**config.mk**
```make
export PLATFORM = sky130hd
export DESIGN_NAME = mpbs_pick
export DESIGN_NICKNAME = d
export VERILOG_FILES = /design/src/mpbs_pkg.sv /design/src/mpbs_pick.sv
export SDC_FILE = /design/constraint.sdc
export NUM_CORES = 1
export LEC_CHECK = 0
export BUFFER_PORTS_ARGS = -buffer_cell sky130_fd_sc_hd__clkbuf_2
export CELL_PAD_IN_SITES_DETAIL_PLACEMENT = 1
export CELL_PAD_IN_SITES_GLOBAL_PLACEMENT = 1
export CORE_MARGIN = 2
export CORE_UTILIZATION = 42
export DETAILED_ROUTE_END_ITERATION = 12
export PLACE_DENSITY_LB_ADDON = 0.1
export RECOVER_POWER = 50
export SKIP_CTS_REPAIR_TIMING = 1
export SYNTH_ARGS = -nofsm -noshare
export SYNTH_HDL_FRONTEND = slang
export SYNTH_SLANG_ARGS = --single-unit
```
**constraint.sdc**
```tcl
create_clock -name clk -period 6.85 [get_ports clk]
set_clock_uncertainty 0.05 [all_clocks]
set_input_delay 0.685 -clock clk [delete_from_list [all_inputs] [get_ports clk]]
set_output_delay 0.685 -clock clk [all_outputs]
set_load 0.01 [all_outputs]
```
**src/mpbs_pkg.sv**
```systemverilog
// Package for the multi-policy burst scheduler: sizes, item types, codes
// and small helpers. No dependencies.
`timescale 1ns / 1ps
`default_nettype none
package mpbs_pkg;

	localparam int QUEUE_DEPTH = 64;
	localparam int MAX_THREADS = 16;
	localparam int QIDX_W      = (QUEUE_DEPTH > 1) ? $clog2(QUEUE_DEPTH) : 1;
	localparam int CNT_W       = $clog2(QUEUE_DEPTH + 1);
	localparam int THR_IDX_W   = (MAX_THREADS > 1) ? $clog2(MAX_THREADS) : 1;
	localparam int VR_W        = 64;
	localparam int WGT_W       = 7;
	localparam int PROD_W      = 24 + WGT_W;

	localparam logic [1:0] STAT_ENQ   = 2'd0;
	localparam logic [1:0] STAT_DISP  = 2'd1;
	localparam logic [1:0] STAT_EMPTY = 2'd2;
	localparam logic [1:0] STAT_DROP  = 2'd3;

	typedef enum logic [1:0] {
		POL_FCFS = 2'd0,
		POL_SJF  = 2'd1,
		POL_PRIO = 2'd2,
		POL_VRT  = 2'd3
	} policy_t;

	typedef enum logic [2:0] {
		S_IDLE,
		S_SCAN,
		S_SHIFT,
		S_VR_RD,
		S_VR_WR,
		S_DONE
	} state_t;

	typedef struct packed {
		logic [4:0]  thread;
		logic [23:0] length;
		logic [31:0] arrival;
	} entry_t;

	typedef struct packed {
		logic        operation;
		logic [4:0]  thread_id;
		logic [23:0] burst_length;
		logic [31:0] timestamp;
	} in_t;

	typedef struct packed {
		logic [1:0]  status;
		logic [4:0]  chosen_thread;
		logic [23:0] chosen_length;
		logic [31:0] chosen_arrival;
		logic [31:0] wait_time;
		logic [6:0]  queue_count;
	} out_t;

	// one scanned entry handed to the selection stage
	typedef struct packed {
		logic              vld;
		logic              first;
		logic [QIDX_W-1:0] idx;
		entry_t            ent;
		logic [VR_W-1:0]   vr;
	} pick_req_t;

	function automatic logic [THR_IDX_W-1:0] thr_addr(input logic [4:0] thread);
		logic [THR_IDX_W+4:0] t;
		t = (THR_IDX_W + 5)'(thread) - (THR_IDX_W + 5)'(1);
		return t[THR_IDX_W-1:0];
	endfunction

	function automatic logic [WGT_W-1:0] weight(input logic [4:0] thread);
		return WGT_W'(7) + WGT_W'(3) * WGT_W'(thread);
	endfunction

endpackage
`default_nettype wire

```
**src/mpbs_pick.sv**
```systemverilog
// Selection stage: keeps the best entry so far and the per-thread seen mask
// while the queue is scanned in order. Depends on mpbs_pkg.
`timescale 1ns / 1ps
`default_nettype none
module mpbs_pick (
	input  wire logic                         clk,
	input  wire logic                         arst_n,
	input  wire mpbs_pkg::policy_t            mode,
	input  wire mpbs_pkg::pick_req_t          req,
	output logic [mpbs_pkg::QIDX_W-1:0]       best_idx,
	output mpbs_pkg::entry_t                  best_ent
);

	logic [mpbs_pkg::MAX_THREADS-1:0] seen_q;
	logic [mpbs_pkg::QIDX_W-1:0]      best_idx_q;
	mpbs_pkg::entry_t                 best_ent_q;
	logic [mpbs_pkg::VR_W-1:0]        best_vr_q;
	logic [mpbs_pkg::THR_IDX_W-1:0]   a;
	logic                             is_first;
	logic                             take;

	always_comb begin
		a        = mpbs_pkg::thr_addr(req.ent.thread);
		is_first = !seen_q[a];
		case (mode)
			mpbs_pkg::POL_FCFS: take = req.ent.arrival < best_ent_q.arrival;
			mpbs_pkg::POL_SJF:  take = is_first && (req.ent.length < best_ent_q.length);
			mpbs_pkg::POL_PRIO: take = req.ent.thread < best_ent_q.thread;
			mpbs_pkg::POL_VRT:  take = is_first && (req.vr < best_vr_q);
			default:            take = 1'b0;
		endcase
	end

	always_ff @(posedge clk or negedge arst_n) begin
		if (!arst_n) begin
			seen_q <= '0;
		end else if (req.vld) begin
			if (req.first) begin
				seen_q <= mpbs_pkg::MAX_THREADS'(1) << a;
			end else begin
				seen_q[a] <= 1'b1;
			end
		end
	end

	always_ff @(posedge clk) begin
		if (req.vld && (req.first || take)) begin
			best_idx_q <= req.idx;
			best_ent_q <= req.ent;
			best_vr_q  <= req.vr;
		end
	end

	assign best_idx = best_idx_q;
	assign best_ent = best_ent_q;

endmodule
`default_nettype wire

```
# Yosys cells after proc, flatten, opt, wreduce, memory -nomap -nowiden
# Cells that the tools add are included.
dict set report word_totals {
  in_bits 137
  reg_bits 147
}
dict set report op_classes {
  reduce_logical 7
  n_addsub 1
  order_cmp 6
  n_eq_ne 3
  bitwise 1
  muxes 6
  shift 1
}
# op n
set op_table {}
lappend op_table {{$lt A64 B64 Y1} 1}
lappend op_table {{$lt A32 B32 Y1} 1}
lappend op_table {{$lt A24 B24 Y1} 1}
lappend op_table {{$mux W16} 1}
lappend op_table {{$or A16 B16 Y16} 1}
lappend op_table {{$shl A1 B4 Y16 const A} 1}
lappend op_table {{$lt A4 B5 Y1 const B} 1}
lappend op_table {{$lt A5 B5 Y1} 1}
lappend op_table {{$bmux W1 S4} 1}
lappend op_table {{$demux W1 S4} 1}
lappend op_table {{$eq A2 B2 Y1 const B} 2}
lappend op_table {{$ge A4 B1 Y1 const B} 1}
lappend op_table {{$logic_and A1 B1 Y1} 4}
lappend op_table {{$pmux W1 S4} 1}
lappend op_table {{$sub A4 B1 Y4 const B} 1}
lappend op_table {{$eq A2 B1 Y1 const B} 1}
lappend op_table {{$logic_not A2 Y1} 1}
lappend op_table {{$mux W1} 2}
lappend op_table {{$logic_not A1 Y1} 1}
lappend op_table {{$logic_or A1 B1 Y1} 1}

# Logic depth before layout (Yosys ltp)
dict set report logic_depth {
  word_depth 8
  mapped_depth 9
  mapped_depth_nobuf 9
}

# Worst setup path after synthesis
# OpenSTA, ideal clock, no wires.
dict set report synth_timing {
  path_type {input -> register}
  startpoint {input port req[120] (netlist name)}
  endpoint {register best_ent_q, in the netlist best_ent[0] (enable)}
  path_buffers 1
  path_stages 9
  t_required_ns 6.305
  t_arrival_ns 5.421
  setup_time_ns 0.495
  slack_ns 0.883
  cell_sequence {buf_6 -> inv_1 -> ha_1 -> mux4_1 -> mux4_2 -> nand2b_4 -> a311oi_1 -> a21oi_2 -> nand2_1}
}
dict set report synth_between {
  elab_chain_len 8
  elab_cells_between_ends 10
}
# item line_no
set synth_lines {}
lappend synth_lines {{start: declaration} mpbs_pick.sv:9} ;# input wire mpbs_pkg::pick_req_t req,
lappend synth_lines {{$sub A4 B1 Y4} mpbs_pkg.sv:70} ;# t = (THR_IDX_W + 5)'(thread) - (THR_IDX_W + 5)'(1);
lappend synth_lines {{$bmux W1 S4} mpbs_pick.sv:24} ;# is_first = !seen_q[a];
lappend synth_lines {{$mux W1 (implied by the code)} mpbs_pick.sv:24}
lappend synth_lines {{$logic_not A1 Y1} mpbs_pick.sv:24}
lappend synth_lines {{$logic_and A1 B1 Y1, on equally long branches} {mpbs_pick.sv:29, mpbs_pick.sv:27}}
lappend synth_lines {{$pmux W1 S4 *} mpbs_pick.sv:25} ;# case (mode)
lappend synth_lines {{$logic_or A1 B1 Y1 *} mpbs_pick.sv:47} ;# if (req.vld && (req.first || take)) begin
lappend synth_lines {{$logic_and A1 B1 Y1 *} mpbs_pick.sv:47}
lappend synth_lines {{end signal: assignment} mpbs_pick.sv:49} ;# best_ent_q <= req.ent;
lappend synth_lines {{end: declaration} mpbs_pick.sv:16} ;# mpbs_pkg::entry_t best_ent_q;
# Mark *: on every way between the ends. The rest lies on a longest branch, timed or not. The select of a mux whose other input is x is not followed.
# A chain may end at the register's enable or synchronous reset.

# Worst setup path after layout
dict set report layout_timing {
  startpoint {input port req[120] (netlist name)}
  endpoint {register best_ent_q, in the netlist best_ent[15] (enable)}
}
# Same word-level chain as after synthesis.

==> run_results.csv <==
group,metric,value,unit
worst_setup_path,critical-path-top-delay-family,"buffers and inverters",
final_layout,layout_commonest_cell,"clkbuf_1",
grt,grt_pass1_wl,31100,um
timing,finalSetupViolations,0,
floorplanning,core,18600,sq um
placed_design,place_ws,2.52,ns
worst_setup_path,setup.worst_path.end_class,"register",
clock_network,root_buffer,"clkbuf_16",
final_layout,final_cell_mix,"clkbuf_1 (158), edfxtp_1 (131), inv_1 (127), ha_1 (127), clkbuf_2 (47)",
drt,vias_per_cell,5.19,
timing,relSlewSlack,40.0,%
logic_synthesis,synth_edf_count,131,
worst_hold_path,hp-class,"input pin to async pin",
clock_network,cts_tree,"built",
clock_network,htree_levels,4,
clock_network,clk_pin_slew,0.06,ns
grt,track_usage,19.8,%
flow_run,cap_violations,0,
power_and_ir_drop,vdd_ir_drop_max,170,uV
drt,drt-total-wl,19300,um
worst_setup_path,worstPathRequired,6.85,ns
placed_design,port_buffers,203,
final_layout,area_growth,21.4,%
placed_design,hpwl,15200,um
floorplanning,fp.dieArea,20000,sq um
clock_network,clk_latency,0.42,ns
floorplanning,pin_count,204,
timing,whs,0.324,ns
floorplanning,row_count,50,
timing,max_freq,239,MHz
logic_synthesis,syn-num-nets,896,
worst_setup_path,start_kind,"input pin",
logic_synthesis,yosysUniqueCellTypes,54,
drt,drt_iter0_drc,196,
final_layout,final_util,51.6,%
floorplanning,die_y,141,um
logic_synthesis,ys_ff_latch,147,
clock_network,cts.sinks,147,
grt,grt_start_max_net_pins,117,
final_layout,fin_area,9630,sq um
worst_setup_path,worstPathCellList,"clkbuf_1, inv_1, ha_1, mux4_1, mux4_2, nand2b_4, nor4_2, o21ai_1, nand2_4, buf_12",
floorplanning,die_w,141,um
power_and_ir_drop,p_leak,4.30,nW
floorplanning,initial_core_util,42.5,%
logic_synthesis,synth_top_area_cell,"edfxtp_1",
worst_setup_path,crit_start,"req[120]",
placed_design,gp_congestion,0.842,
final_layout,finalNetCount,1115,
worst_setup_path,crit_cells,10,
drt,drc,0,
drt,ant_nets,0,
worst_setup_path,cp_slowest_cell,"mux4_1",
logic_synthesis,syn_area,7930,sq um
worst_setup_path,worstReg2RegStart,"best_vr_q[2]",
timing,tightest_slew,0.901,ns
logic_synthesis,synth.area.top_cells,"edfxtp_1 (50%), ha_1 (20%), inv_1 (6.0%)",
timing,hold_viol,0,
timing,post-route-period-util,61.2,%
grt,antenna_found_initial,1,
final_layout,drive_gt1_share,9.49,%
drt,routedWlPerCell,17.6,um
logic_synthesis,synthArstFlopShare,10.9,%
worst_setup_path,crit_arrival,4.19,ns
grt,grt-ovfl-total,0,
worst_setup_path,critical_path_class,"input pin to register",
timing,report.final.slew_viol_count,0,
grt,grt_pass1_vias,6272,
worst_setup_path,slowest_delay,0.56,ns
drt,num_vias,5707,
placed_design,dp.cells,1066,
run_status,status,"finished clean",
clock_network,cts_buffers,17,
logic_synthesis,synth_ff_type,"edfxtp_1",
logic_synthesis,synth-seq-area-share,54.6,%
power_and_ir_drop,power.density,262,nW/um^2
logic_synthesis,synth_cells,632,
worst_setup_path,crit_fanout,116,
logic_synthesis,avgSynthCellArea,12.5,sq um
timing,tns,0,ns
logic_synthesis,yosysTopAreaCellShare,49.6,%
power_and_ir_drop,report.power.total,2.53,mW
worst_setup_path,critPathBufInv,3,
logic_synthesis,yosys_warnings,0,
placed_design,postPlaceCellArea,9250,sq um
timing,setup_ws,2.66,ns
worst_setup_path,reg2regPathDepth,10,
timing,fin_crit,4.19,ns
clock_network,cts_max_path_buffers,2,
final_layout,fin_cells,1099,
timing,rsz0062_at_grt,"false",
drt,drtPass1Iterations,5,
routing by layer:
layer,share of wire (%),up-vias,wire length [um],global-route usage [%]
met2,50,153,9600,34.4
li1,-,2789,-,-
met4,1.1,0,209,4.63
met1,42,2749,8150,23.6
met3,7.1,16,1380,7.02
met5,0,-,0,0
cells in the mapped netlist (5+ instances only):
cell type,instances
o211ai_1,6
a22o_1,6
edfxtp_1,131
dfrtp_1,16
and4_1,5
nand2_1,22
a21oi_1,33
a21o_1,12
inv_1,127
o21ai_0,25
a32o_1,6
nand4_1,17
ha_1,127
a211oi_1,12
o221ai_1,5
nor2_1,19
nor3_1,5
worst paths after layout:
path	slack (ns)	endpoint
worst max-delay path	2.66	best_ent[15]
worst min-delay path	0.32	seen_q[8]
worst max register to register	3.30	best_ent[15]
worst min register to register	0.44	seen_q[2]
max in group asynchronous	5.87	seen_q[14]
min in group clk	0.40	best_idx[1]
worst register-to-register path: stages, from the launching register on:
cell and delay (ns):
edfxtp_1 0.36, inv_1 0.07, ha_1 0.24, a211o_1 0.29, a31oi_1 0.16, o221ai_1 0.14, a2111o_1 0.46, a211oi_1 0.34
o21ai_1 0.18, nand2_4 0.25, buf_12 0.48
logic make-up after synthesis:
group / synth area share, %
DFF: 54.6
buffers and inverters: 6.34
AOI/OAI and AO/OA: 10.9
adders and majority gates: 20.0
and+or+nand+nor: 6.20
muxes: 1.61
xor gates and xnor gates: 0.221
sequential cells by signal (all words and copies together), names as in the netlist:
name,flops
best_idx,6
best_ent,61
seen_q,16
best_vr_q,64
layout make-up:
| cell class | count | area (sq um) |
|---|---|---|
| Antenna cell | 1 | 2.50 |
| Clock buffer | 19 | 433 |
| Clock inverter | 13 | 141 |
| Fill cell | 2063 | 9020 |
| Inverter | 128 | 480 |
| Multi-Input combinational cell | 353 | 3100 |
| Sequential cell | 147 | 4330 |
| Tap cell | 234 | 293 |
| Timing Repair Buffer | 204 | 841 |
power breakdown:
part	switching (mW)	internal, mW	total [mW]	leakage (nW)
Sequential	0.0414	1.10	1.15	1.48
Clock	0.357	0.565	0.922	0.270
Combinational	0.278	0.181	0.458	2.56
Total	0.676	1.85	2.53	4.30
(Power assumes the default switching activity.)
