<file path="src/mpbs_ram.sv">
// Generic single-write, single-read RAM with registered read data.
// No dependencies.
`timescale 1ns / 1ps
`default_nettype none
module mpbs_ram #(
	parameter int WIDTH = 8,
	parameter int DEPTH = 16,
	parameter int ADDR_W = (DEPTH > 1) ? $clog2(DEPTH) : 1
) (
	input  wire logic              clk,
	input  wire logic              we,
	input  wire logic [ADDR_W-1:0] waddr,
	input  wire logic [WIDTH-1:0]  wdata,
	input  wire logic [ADDR_W-1:0] raddr,
	output logic      [WIDTH-1:0]  rdata
);

	logic [WIDTH-1:0] mem [DEPTH];

	always_ff @(posedge clk) begin
		if (we) begin
			mem[waddr] <= wdata;
		end
		rdata <= mem[raddr];
	end

endmodule
`default_nettype wire

</file>
<file path="config.mk">
export PLATFORM = sky130hd
export DESIGN_NAME = mpbs_ram
export DESIGN_NICKNAME = d
export VERILOG_FILES = /design/src/mpbs_ram.sv
export SDC_FILE = /design/constraint.sdc
export NUM_CORES = 1
export LEC_CHECK = 0
export BUFFER_PORTS_ARGS = -buffer_cell sky130_fd_sc_hd__buf_2
export CORE_MARGIN = 4
export CORE_UTILIZATION = 54
export DETAILED_ROUTE_END_ITERATION = 10
export PLACE_DENSITY_LB_ADDON = 0.15
export SYNTH_ARGS = -nofsm -noshare
export SYNTH_HDL_FRONTEND = slang
export SYNTH_SLANG_ARGS = --single-unit
export TNS_END_PERCENT = 100
</file>
<file path="constraint.sdc">
create_clock -name clk -period 1.6 [get_ports clk]
set_input_delay 0.08 -clock clk [delete_from_list [all_inputs] [get_ports clk]]
set_output_delay 0.08 -clock clk [all_outputs]
set_load 0.01 [all_outputs]
</file>
* Word level (Yosys, flattened, before mapping)
Memory sizes are Yosys's and may differ from the RTL's. A register that Yosys moved wholly into a read port is not among the register bits.
Cells that the tools add are included.
** Cells by class
- Bitwise logic cells :: 0
- Order comparisons :: 0
- Multiplexer cells :: 2
- Shift operators :: 0
- $mul :: 0
- Eq/ne operators :: 0
- Add/subtract/negate cells :: 0
- Reduce and logical (&&, ||, !) cells :: 0
- Divide/modulo/power cells :: 0
** Operators with widths (number)
- 1-bit two-way mux :: 2
** Word-level totals
- Bits in read-only memories :: 0
- Memories kept :: 1
- Output and inout bits :: 8
- Register bits :: 0
- Bits of input ports :: 18
- Bits in writable memories :: 128
- Latch bits :: 0
- Logic and storage cells :: 3
** Memories
- mem :: depth 16, width 8, rd ports 1, clocked after memory_dff 1, write ports 1, line 18 : logic [WIDTH-1:0] mem [DEPTH];

* Longest topological paths before layout
Gate-level depths: netlist of run 1.
- Depth in word-level cells :: 2
- Gate-level depth with buffers :: 5
- Gate-level depth less buffers :: 3

* Worst setup path after synthesis of run 1
OpenSTA, ideal clock, no wires.
- Path type :: input -> register
- Start :: input waddr[2]
- End :: memory mem[0][0] (enable)
- Stages :: 2
- Required time :: 1217 ps
- Arrival :: 1190 ps
- Setup slack :: 27 ps
- Setup time :: 383 ps
- Path through :: or3b_2 > nor3_1
** RTL lines
- start: declaration :: line 12 : input wire logic [ADDR_W-1:0] waddr,
- end: declaration :: line 18
No word-level cell before the write port.

==> flow_metrics.env, run 1 <==
export IMPL_status="finished, final reports clean"
export IMPL_hold_ws_ns=0.0699
export IMPL_drive_above_1_share_pct=32.7
export IMPL_synth_xor_area_share_pct=0
export IMPL_period_needed_ns=1.38
export IMPL_vias_per_cell=5.59
export IMPL_synthesis_area_sq_um=5150
export IMPL_antennaDiodeCount=0
export IMPL_synth_top_family_by_area="multiplexers"
export IMPL_cts_root_buffer="clkbuf_8"
export IMPL_slowest_delay_ns=0.49
export IMPL_syn_nets=247
export IMPL_final_setup_skew_ns=0.00856
export IMPL_grt_pass1_wl_mm=15.0
export IMPL_critPathKind="flop to flop"
export IMPL_wl_mm=9.68
export IMPL_cts_tree="done"
export IMPL_io_buffers=25
export IMPL_max_cap_violations=0
export IMPL_std_cell_rows=35
export IMPL_worst_setup_path_end_kind="flop"
export IMPL_worst_pin_slew_ns=0.442
export IMPL_numCtsBuffers=17
export IMPL_grt_pass1_vias=2542
export IMPL_synth_compound_area_share_pct=2.33
export IMPL_powerDensity_nw_per_um2=1360
export IMPL_max_freq_ghz=0.727
export IMPL_synth_top_area_cell="edfxtp_1"
export IMPL_synthAdderAreaFrac_pct=0
export IMPL_ant_nets=0
export IMPL_clkSlewWorstSetupHoldPaths_ns=0.06
export IMPL_ys_seq_area_share_pct=77.8
export IMPL_synth_top_area_share_pct=74.7
export IMPL_synth_mux_area_share_pct=15.0
export IMPL_drtPass1Iterations=4
export IMPL_hold_class="input pin to flop"
export IMPL_crit_fanout=1
export IMPL_die_w_um=106
export IMPL_layout_nets=317
export IMPL_initial_core_util_pct=55.7
export IMPL_critPathArrivalTime_ns=1.77
export IMPL_drc=0
export IMPL_antenna_found_initial=0
export IMPL_clk_latency_ns=0.52
export IMPL_yosysUniqueCellTypes=19
export IMPL_power_leakage_nw=2.19
export IMPL_grt_max_degree=17
export IMPL_startpoint_type="flop"
export IMPL_relSlewSlack_pct=70.5
export IMPL_required_ns=1.99
export IMPL_routedWlPerCell_um=21.9
export IMPL_die_h_um=106
export IMPL_yosys_area_share_simple_pct=3.18
export IMPL_core_sq_um=9240
export IMPL_setup_violations=0
export IMPL_synth_seq_cells=136
export IMPL_synth_area_leaders="edfxtp_1, mux4_2, mux4_1, dfxtp_1, a22oi_1"
export IMPL_hold_violations=0
export IMPL_dieArea_sq_um=11200
export IMPL_dr_total_vias=2465
export IMPL_mostFrequentLayoutCell="edfxtp_1"
export IMPL_dr_first_iter_drc_count=151
export IMPL_grtUsageTotal_pct=18.9
export IMPL_postSynthCellCount=229
export IMPL_period_share_pct=86.0
export IMPL_tns_ns=0
export IMPL_syn_area_per_cell_sq_um=22.5
export IMPL_clk_path_buf_depth=2
export IMPL_final_max_slew_violation_count=0
export IMPL_grt_ovfl_total=0
export IMPL_hpwl_mm=6.19
export IMPL_clock_sinks=136
export IMPL_htreeDepth=4
export IMPL_area_growth_pct=22.4
export IMPL_ir_worst_vdd_uv=641
export IMPL_yosys_warnings=0
export IMPL_pin_count=26
export IMPL_finalWeightedCongestion=0.760
export IMPL_crit_path_cell_trace="mux4_2 > a22oi_1 > nand2_1"
export IMPL_worst_path_max_delay_cell="mux4_2"
export IMPL_rsz0062_at_grt="false"
export IMPL_layout_common_cells="edfxtp_1, buf_4, buf_2"
==> power breakdown <==
group | internal [mW] | switching (mW) | total, mW
registers | 3.98 | 0.0247 | 4.01
logic | 0.183 | 0.217 | 0.399
clock network | 2.70 | 1.44 | 4.14
==> per-layer routing <==
layer,vias up,wire length [um],track usage [%]
met1,1248,4360,27.1
met4,0,185,7.49
li1,1116,-,-
met2,85,4490,28.0
met5,-,0,0
met3,16,644,4.96
==> worst paths after layout <==
check | start | endpoint | slack (ns) | cells after the start
worst max register to register | mem[3][6] | rdata[6] | 0.22 | 3
worst max-delay path | mem[3][6] | rdata[6] | 0.22 | 3
worst min-delay path | raddr[2] | rdata[2] | 0.07 | 4
worst min register to register | mem[4][1] | rdata[1] | 0.67 | 3
==> cell type report <==
type / count / area [sq um]
Fill cell: 595 / 2940
Clock inverter: 14 / 221
Clock buffer: 18 / 418
Multi-Input combinational cell: 83 / 1060
Tap cell: 129 / 161
Sequential cell: 136 / 4000
Timing Repair Buffer: 61 / 440
==> synthesized netlist by cell type <==
| library cell | instances |
|---|---|
| edfxtp_1 | 128 |
| clkdlybuf4s25_2 | 3 |
| buf_2 | 3 |
| nand3_1 | 1 |
| nor2_1 | 13 |
| nand2_1 | 9 |
| buf_6 | 3 |
| dfxtp_1 | 8 |
| nand2b_1 | 2 |
| buf_4 | 1 |
| a22oi_1 | 16 |
| and2_1 | 1 |
| or3b_2 | 1 |
| nor2b_1 | 1 |
| and2b_1 | 1 |
| mux4_2 | 18 |
| nand3b_1 | 2 |
| mux4_1 | 14 |
| nor3_1 | 4 |
==> critical path: cells and delay by family (launching register included) <==
family	cells	cell delay, ns
multiplexers	1	0.49
flip-flops	1	0.37
AO/OA/AOI/OAI	1	0.29
AND/OR/NAND/NOR	1	0.11
==> sequential cells by signal, indices dropped and copies added (netlist names) <==
signal,count
rdata,8
mem,128
==> cell families after synthesis <==
| kind of cell | count (synthesis) |
|---|---|
| buf+inv | 10 |
| compound gates | 16 |
| flops | 136 |
| mux | 32 |
| simple gates | 35 |
==> what timing repair did <==
item,4_1_cts,5_1_grt
setup buffers,0,0
resized for setup,0,0
hold buffers,8,0
endpoints found under the hold margin,128,0
==> metrics by stage <==
step / total power [mW] / utilization, % / worst slack (ns) / std cells / instance area, sq um
detailed placement: 4.47 / 60.4 / 0.0657 / 401 / 5580
CTS: 8.60 / 68.2 / 0.233 / 441 / 6300
global placement: 4.46 / 60.4 / 0.0714 / 401 / 5580
finish: 8.55 / 68.2 / 0.224 / 441 / 6300
floorplan: 4.29 / - / 0.0271 / 229 / 5150
global route: 8.80 / 68.2 / 0.193 / 441 / 6300
Power figures use the tool's default switching activity.
==> inputs of run 2 (changes only) <==
--- a/config.mk
+++ b/config.mk
@@ -5,11 +5,13 @@
 export SDC_FILE = /design/constraint.sdc
 export NUM_CORES = 1
 export LEC_CHECK = 0
+export ABC_AREA = 1
 export BUFFER_PORTS_ARGS = -buffer_cell sky130_fd_sc_hd__buf_2
 export CORE_MARGIN = 4
 export CORE_UTILIZATION = 54
 export DETAILED_ROUTE_END_ITERATION = 10
 export PLACE_DENSITY_LB_ADDON = 0.15
+export RECOVER_POWER = 50
 export SYNTH_ARGS = -nofsm -noshare
 export SYNTH_HDL_FRONTEND = slang
 export SYNTH_SLANG_ARGS = --single-unit
==> run 2 against run 1 <==
  * Critical path depth shrank 2
  * Critical path type is now flop to primary output
  * First-iteration DRC count increased by 140%
  * Cell count increased by 70%
  * Cell area grew 6.3%
  * Register-to-register slack improved by 0.34 ns
  * Power down 1.6%
  * Sequential power about the same
  * Combinational power increased by 26%
  * Clock skew shrank 0.0027 ns
==> flow_metrics.env, run 2 <==
export IMPL_top_regs="mem (128), rdata (8)"
export IMPL_ys_seq_area_share_pct=69.4
export IMPL_use_met1_pct=28.4
export IMPL_status="finished, final reports clean"
export IMPL_multiInputGateArea_sq_um=1210
export IMPL_final_max_slew_violation_count=0
export IMPL_grt_use_met2_pct=34.2
export IMPL_vias_per_cell=5.16
export IMPL_mostFrequentLayoutCell="nand2_1"
export IMPL_slowest_delay_ns=0.36
export IMPL_seq_power_share_pct=47.6
export IMPL_required_ns=1.52
export IMPL_ant_nets=0
export IMPL_critPathArrivalTime_ns=1.02
export IMPL_pin_count=26
export IMPL_drive_above_1_share_pct=9.30
export IMPL_tns_ns=0
export IMPL_die_h_um=111
export IMPL_antenna_found_initial=0
export IMPL_register_area_sq_um=4000
export IMPL_syn_nets=569
export IMPL_synth_top_area_share_pct=66.7
export IMPL_synth_seq_cells=136
export IMPL_period_share_pct=68.9
export IMPL_async_flop_share_pct=0
export IMPL_rsz0062_at_grt="false"
export IMPL_core_sq_um=10400
export IMPL_startpoint_type="flop"
export IMPL_dieArea_sq_um=12400
export IMPL_largest_reg_flops=128
export IMPL_yosysUniqueCellTypes=12
export IMPL_hpwl_mm=7.50
export IMPL_worst_path_max_delay_cell="dfxtp_1"
export IMPL_nFillCells=803
export IMPL_largest_register="mem"
export IMPL_synth_common_cells="nand2_1, edfxtp_1, inv_1, nand3_1, nor2_1"
export IMPL_grtUsageMet3_pct=6.20
export IMPL_setup_reg_to_reg_worst_slack_ns=0.56
export IMPL_grt_pass1_vias=3776
export IMPL_swShare_pct=21.0
export IMPL_initial_core_util_pct=55.6
export IMPL_min_to="mem[7][6]"
export IMPL_dr_total_vias=3866
export IMPL_drc=0
export IMPL_wl_mm=12.7
export IMPL_period_needed_ns=1.10
export IMPL_clkPwrFrac_pct=46.4
export IMPL_final_setup_skew_ns=0.00585
export IMPL_layout_common_cells="nand2_1, edfxtp_1, inv_1"
export IMPL_layout_nets=618
export IMPL_htreeDepth=4
export IMPL_die_w_um=111
export IMPL_max_freq_ghz=0.907
export IMPL_relSlewSlack_pct=32.3
export IMPL_hold_class="input pin to flop"
export IMPL_post_cts_resized=0
export IMPL_critical_path_buf_inv_count=1
export IMPL_r2r_end="rdata[5]"
export IMPL_io_buffers=25
export IMPL_power_leakage_nw=2.89
export IMPL_clk_latency_ns=0.52
export IMPL_worstHoldStart="waddr[1]"
export IMPL_clk_path_buf_depth=2
export IMPL_grt_pass1_wl_mm=20.1
export IMPL_grt_ovfl_total=0
export IMPL_critPathKind="flop to primary output"
export IMPL_switchingPower_mw=1.77
export IMPL_finalWeightedCongestion=0.851
export IMPL_setup_violations=0
export IMPL_cts_tree="done"
export IMPL_worst_pin_slew_ns=1.02
export IMPL_clock_sinks=136
export IMPL_r2r_start="mem[7][5]"
export IMPL_hold_violations=0
export IMPL_powerDensity_nw_per_um2=1260
export IMPL_cts_root_buffer="clkbuf_8"
export IMPL_synth_top_area_cell="edfxtp_1"
export IMPL_worst_setup_path_end_kind="primary output"
export IMPL_synth_area_leaders="edfxtp_1, nand2_1, nand3_1, inv_1, dfxtp_1"
export IMPL_holdPathStages=3
export IMPL_numCtsBuffers=17
export IMPL_grt_max_degree=65
export IMPL_ir_worst_vdd_uv=674
export IMPL_clkSlewWorstSetupHoldPaths_ns=0.06
export IMPL_synthesis_area_sq_um=5770
export IMPL_synth_ff_type="edfxtp_1"
export IMPL_synth_most_common_cell="nand2_1"
export IMPL_p_comb_share_pct=6.0
export IMPL_max_cap_violations=0
export IMPL_crit_fanout=1
export IMPL_dr_first_iter_drc_count=358
export IMPL_intPower_mw=6.65
export IMPL_drtPass1Iterations=5
export IMPL_postSynthCellCount=551
export IMPL_grtUsageTotal_pct=21.6
export IMPL_reg2reg_depth=6
export IMPL_yosys_warnings=0
export IMPL_area_growth_pct=16.2
export IMPL_synth_edf_count=128
export IMPL_crit_path_cell_trace="buf_2"
export IMPL_grt_busiest_layer="met2"
export IMPL_antennaDiodeCount=0
export IMPL_std_cell_rows=37
export IMPL_crit_family="flip-flops"
export IMPL_power_mw=8.42
export IMPL_syn_area_per_cell_sq_um=10.5
export IMPL_routedWlPerCell_um=17.0
==> run 2: cell count changes after synthesis, sizes merged, moves of 2 or more <==
| cell | delta |
|---|---|
| a22oi | -16 |
| buf | +17 |
| clkdlybuf4s25 | -3 |
| inv | +102 |
| mux4 | -32 |
| nand2 | +164 |
| nand2b | -2 |
| nand3 | +96 |
| nor2 | +4 |
| nor3 | -4 |
==> run 2: area by class of cell <==
type | instances | share of cell area [%]
clock buffer | 18 | 6.24
clock inverter | 14 | 2.69
inverter | 102 | 5.71
multi-input combinational | 289 | 18.1
sequential | 136 | 59.8
tap | 136 | 2.54
timing repair buffer | 54 | 4.95
==> run 2: power groups by stage <==
stage / combinational (mW) / clock, mW / sequential [mW]
floorplan: 0.281 / 0 / 4.09
global placement: 0.484 / 0 / 4.08
detailed placement: 0.492 / 0 / 4.08
CTS: 0.512 / 3.93 / 4.01
global route: 0.567 / 4.11 / 4.01
finish: 0.504 / 3.90 / 4.01
==> run 2: logic make-up (layout without fill, tap and decap cells) <==
group / count (synthesis) / count (layout) / synth area share [%]
AND/OR/NAND/NOR: 289 / 289 / 21.0
flip-flops: 136 / 136 / 69.4
buffers and inverters: 126 / 188 / 9.52
==> run 2: how the worst max path moves through the flow <==
stage                     startpoint  cells after the start         end
after floorplan             waddr[2]                      2  mem[10][0]
after global placement      raddr[1]                      6    rdata[6]
after detailed placement    raddr[1]                      6    rdata[6]
after CTS                   rdata[2]                      1    rdata[2]
after global routing       mem[5][6]                      6    rdata[6]
final                       rdata[2]                      1    rdata[2]
==> run 2: through the flow <==
stage | cells | instance area, sq um | utilization (%) | setup WS (ns) | hold WS (ns)
floorplan | 551 | 5770 | - | 0.569 | 0.179
global placement | 709 | 6080 | 58.6 | 0.368 | 0.431
detailed placement | 709 | 6080 | 58.6 | 0.360 | 0.435
CTS | 749 | 6760 | 65.2 | 0.491 | 0.0184
global route | 749 | 6700 | 64.6 | 0.451 | 0.0806
finish | 749 | 6700 | 64.6 | 0.497 | 0.0951
==> run 2: worst register-to-register path: cells and delay by family, from the launching register on <==
family                 cells  cell delay (ns)
AND/OR/NAND/NOR            5             0.51
flip-flops                 1             0.37
buffers and inverters      1             0.06
==> run 2: timing repair <==
action | in CTS | in global routing
hold buffers | 8 | 0
setup buffers | 0 | 0
endpoints found under the hold margin | 120 | 0
==> run 2: layer usage <==
| metal | vias up | share of wire (%) |
|---|---|---|
| met5 | - | 0 |
| met4 | 0 | 1.9 |
| met3 | 25 | 6.4 |
| met2 | 143 | 50 |
| met1 | 1825 | 42 |
| li1 | 1873 | - |
==> inputs of run 3 (changes only) <==
==> constraint.sdc (replaced) <==
create_clock -name clk -period 0.9 [get_ports clk]
set_input_delay 0.045 -clock clk [delete_from_list [all_inputs] [get_ports clk]]
set_output_delay 0.045 -clock clk [all_outputs]
set_load 0.01 [all_outputs]
==> run 3 against run 2 <==
  * The flow now finishes with violations (negative setup slack)
  * Cell area increased by 9.1%
  * Cell count rose by 1.7%
  * First-iteration DRC count is 13% higher
  * Non-clock buffer count increased by 13
  * Clock skew up 0.0038 ns
  * Sequential cell count stayed put
  * Sequential power up 78%
  * Register-to-register slack worse by 0.64 ns
  * Clock power is 99% higher
  * Via count is 3.1% higher
  * Critical path type unchanged
  * Largest cell class unchanged
  * Largest power group is now the clock network
  * Highest routed layer unchanged
==> flow_metrics.env, run 3 (synthesis results as in run 2) <==
export IMPL_required_ns=0.85
export IMPL_cts_root_buffer="clkbuf_8"
export IMPL_fin_util_pct=70.5
export IMPL_power_leakage_nw=3.15
export IMPL_ir_worst_vdd_uv=1280
export IMPL_rsz0062_at_grt="true"
export IMPL_htreeDepth=4
export IMPL_grt_pass1_wl_mm=21.5
export IMPL_worst_path_max_delay_cell="dfxtp_2"
export IMPL_area_growth_pct=26.8
export IMPL_clkSlewWorstSetupHoldPaths_ns=0.06
export IMPL_dpl_cell_count=720
export IMPL_largest_reg_flops=128
export IMPL_grt_ovfl_total=0
export IMPL_post_cts_setup_buffers=0
export IMPL_crit_fanout=1
export IMPL_worst_setup_path_end_kind="primary output"
export IMPL_layout_setup_ws_ns=-0.134
export IMPL_ant_nets=0
export IMPL_clk_path_buf_depth=2
export IMPL_final_cells=762
export IMPL_clk_latency_ns=0.52
export IMPL_mostFrequentLayoutCell="nand2_1"
export IMPL_std_cell_rows=37
export IMPL_dr_first_iter_drc_count=404
export IMPL_hold_violations=0
export IMPL_die_h_um=111
export IMPL_grt_max_degree=53
export IMPL_finalWeightedCongestion=0.800
export IMPL_io_buffers=25
export IMPL_tns_ns=-1.12
export IMPL_placed_area_sq_um=6260
export IMPL_hold_class="input pin to flop"
export IMPL_slowest_delay_ns=0.36
export IMPL_startpoint_type="flop"
export IMPL_period_share_pct=115
export IMPL_dr_total_vias=3984
export IMPL_critical_path_buf_inv_count=1
export IMPL_drtPass1Iterations=5
export IMPL_hpwl_mm=7.95
export IMPL_top_regs="mem (128), rdata (8)"
export IMPL_antenna_found_initial=0
export IMPL_period_needed_ns=1.03
export IMPL_critPathArrivalTime_ns=0.99
export IMPL_die_w_um=111
export IMPL_vias_per_cell=5.23
export IMPL_largest_register="mem"
export IMPL_layout_nets=631
export IMPL_layout_common_cells="nand2_1, edfxtp_1, inv_1"
export IMPL_status="finished with violations"
export IMPL_grtUsageTotal_pct=23.1
export IMPL_grt_pass1_vias=3880
export IMPL_final_setup_skew_ns=0.00968
export IMPL_dieArea_sq_um=12400
export IMPL_max_cap_violations=0
export IMPL_critPathKind="flop to primary output"
export IMPL_antennaDiodeCount=0
export IMPL_fin_area_sq_um=7310
export IMPL_initial_core_util_pct=55.6
export IMPL_routedWlPerCell_um=18.2
export IMPL_numCtsBuffers=17
export IMPL_crit_path_cell_trace="buf_6"
export IMPL_worst_pin_slew_ns=0.516
export IMPL_cts_tree="done"
export IMPL_final_max_slew_violation_count=0
export IMPL_drc=0
export IMPL_drive_above_1_share_pct=24.9
export IMPL_violations="negative setup slack"
export IMPL_nFillCells=763
export IMPL_crit_family="flip-flops"
export IMPL_wl_mm=13.9
export IMPL_setup_violations=16
export IMPL_clock_sinks=136
export IMPL_pin_count=26
export IMPL_core_sq_um=10400
export IMPL_powerDensity_nw_per_um2=2200
export IMPL_relSlewSlack_pct=65.6
export IMPL_max_freq_ghz=0.967
==> run 3: cell count changes in the layout (fill, tap and decap cells not counted), moves of 7 or more <==
cell,delta
nand2_2,+10
clkbuf_2,+7
clkbuf_1,-7
nand3_2,+54
nand3_1,-56
nand2_1,-10
==> run 3: where the power goes <==
group          total [mW]  switching (mW)  internal, mW
combinational        1.16           0.748         0.413
sequential           7.14          0.0523          7.09
clock                7.78            2.51          5.27
==> run 3: worst register-to-register path, cell delays in order (launching register included) <==
cell      delay [ns]
edfxtp_1        0.37
inv_1           0.08
nand2_1         0.08
nand3_2         0.09
nand3_2         0.08
nand3_2         0.10
nand2_1         0.07
==> run 3: final cells by class <==
class | count | area, sq um | area share [%]
inverters | 102 | 383 | 5.24
well taps | 136 | 170 | 2.33
flip-flops and latches | 136 | 4010 | 54.9
clock inverters | 12 | 220 | 3.01
clock buffers | 20 | 455 | 6.23
multi-input cells | 289 | 1540 | 21.1
repair buffers | 67 | 528 | 7.22
==> run 3: layer usage <==
metal  up-vias  global-route usage [%]  wire length, um
met1      1942                    31.8             5980
li1       1901                       -                -
met4         0                    6.81               91
met2       132                    37.4             6950
met3         9                    5.11              869
met5         -                       0                0
==> run 3: final timing paths <==
| kind | from | slack (ns) | end | depth (start not counted) |
|---|---|---|---|---|
| worst max-delay path | rdata[2] | -0.13 | rdata[2] | 1 |
| worst min-delay path | raddr[2] | 0.04 | rdata[2] | 5 |
| worst min register to register | mem[13][2] | 0.70 | rdata[2] | 6 |
| worst max register to register | mem[7][4] | -0.08 | rdata[4] | 6 |
==> run 3: timing repair <==
action	CTS	global route
pin swaps	36	35
resized for setup	41	41
setup endpoints to repair	16	16
hold buffers	10	0
endpoints found under the hold margin	133	0
==> run 3: stage by stage <==
step                      hold slack (ns)  setup slack (ns)  power, mW
after global routing               0.0272            -0.154       16.6
final                              0.0423            -0.134       16.1
after floorplan                     0.144           -0.0958       7.77
after global placement              0.413            -0.198       8.20
after CTS                          0.0102            -0.161       16.1
after detailed placement            0.407            -0.201       8.22
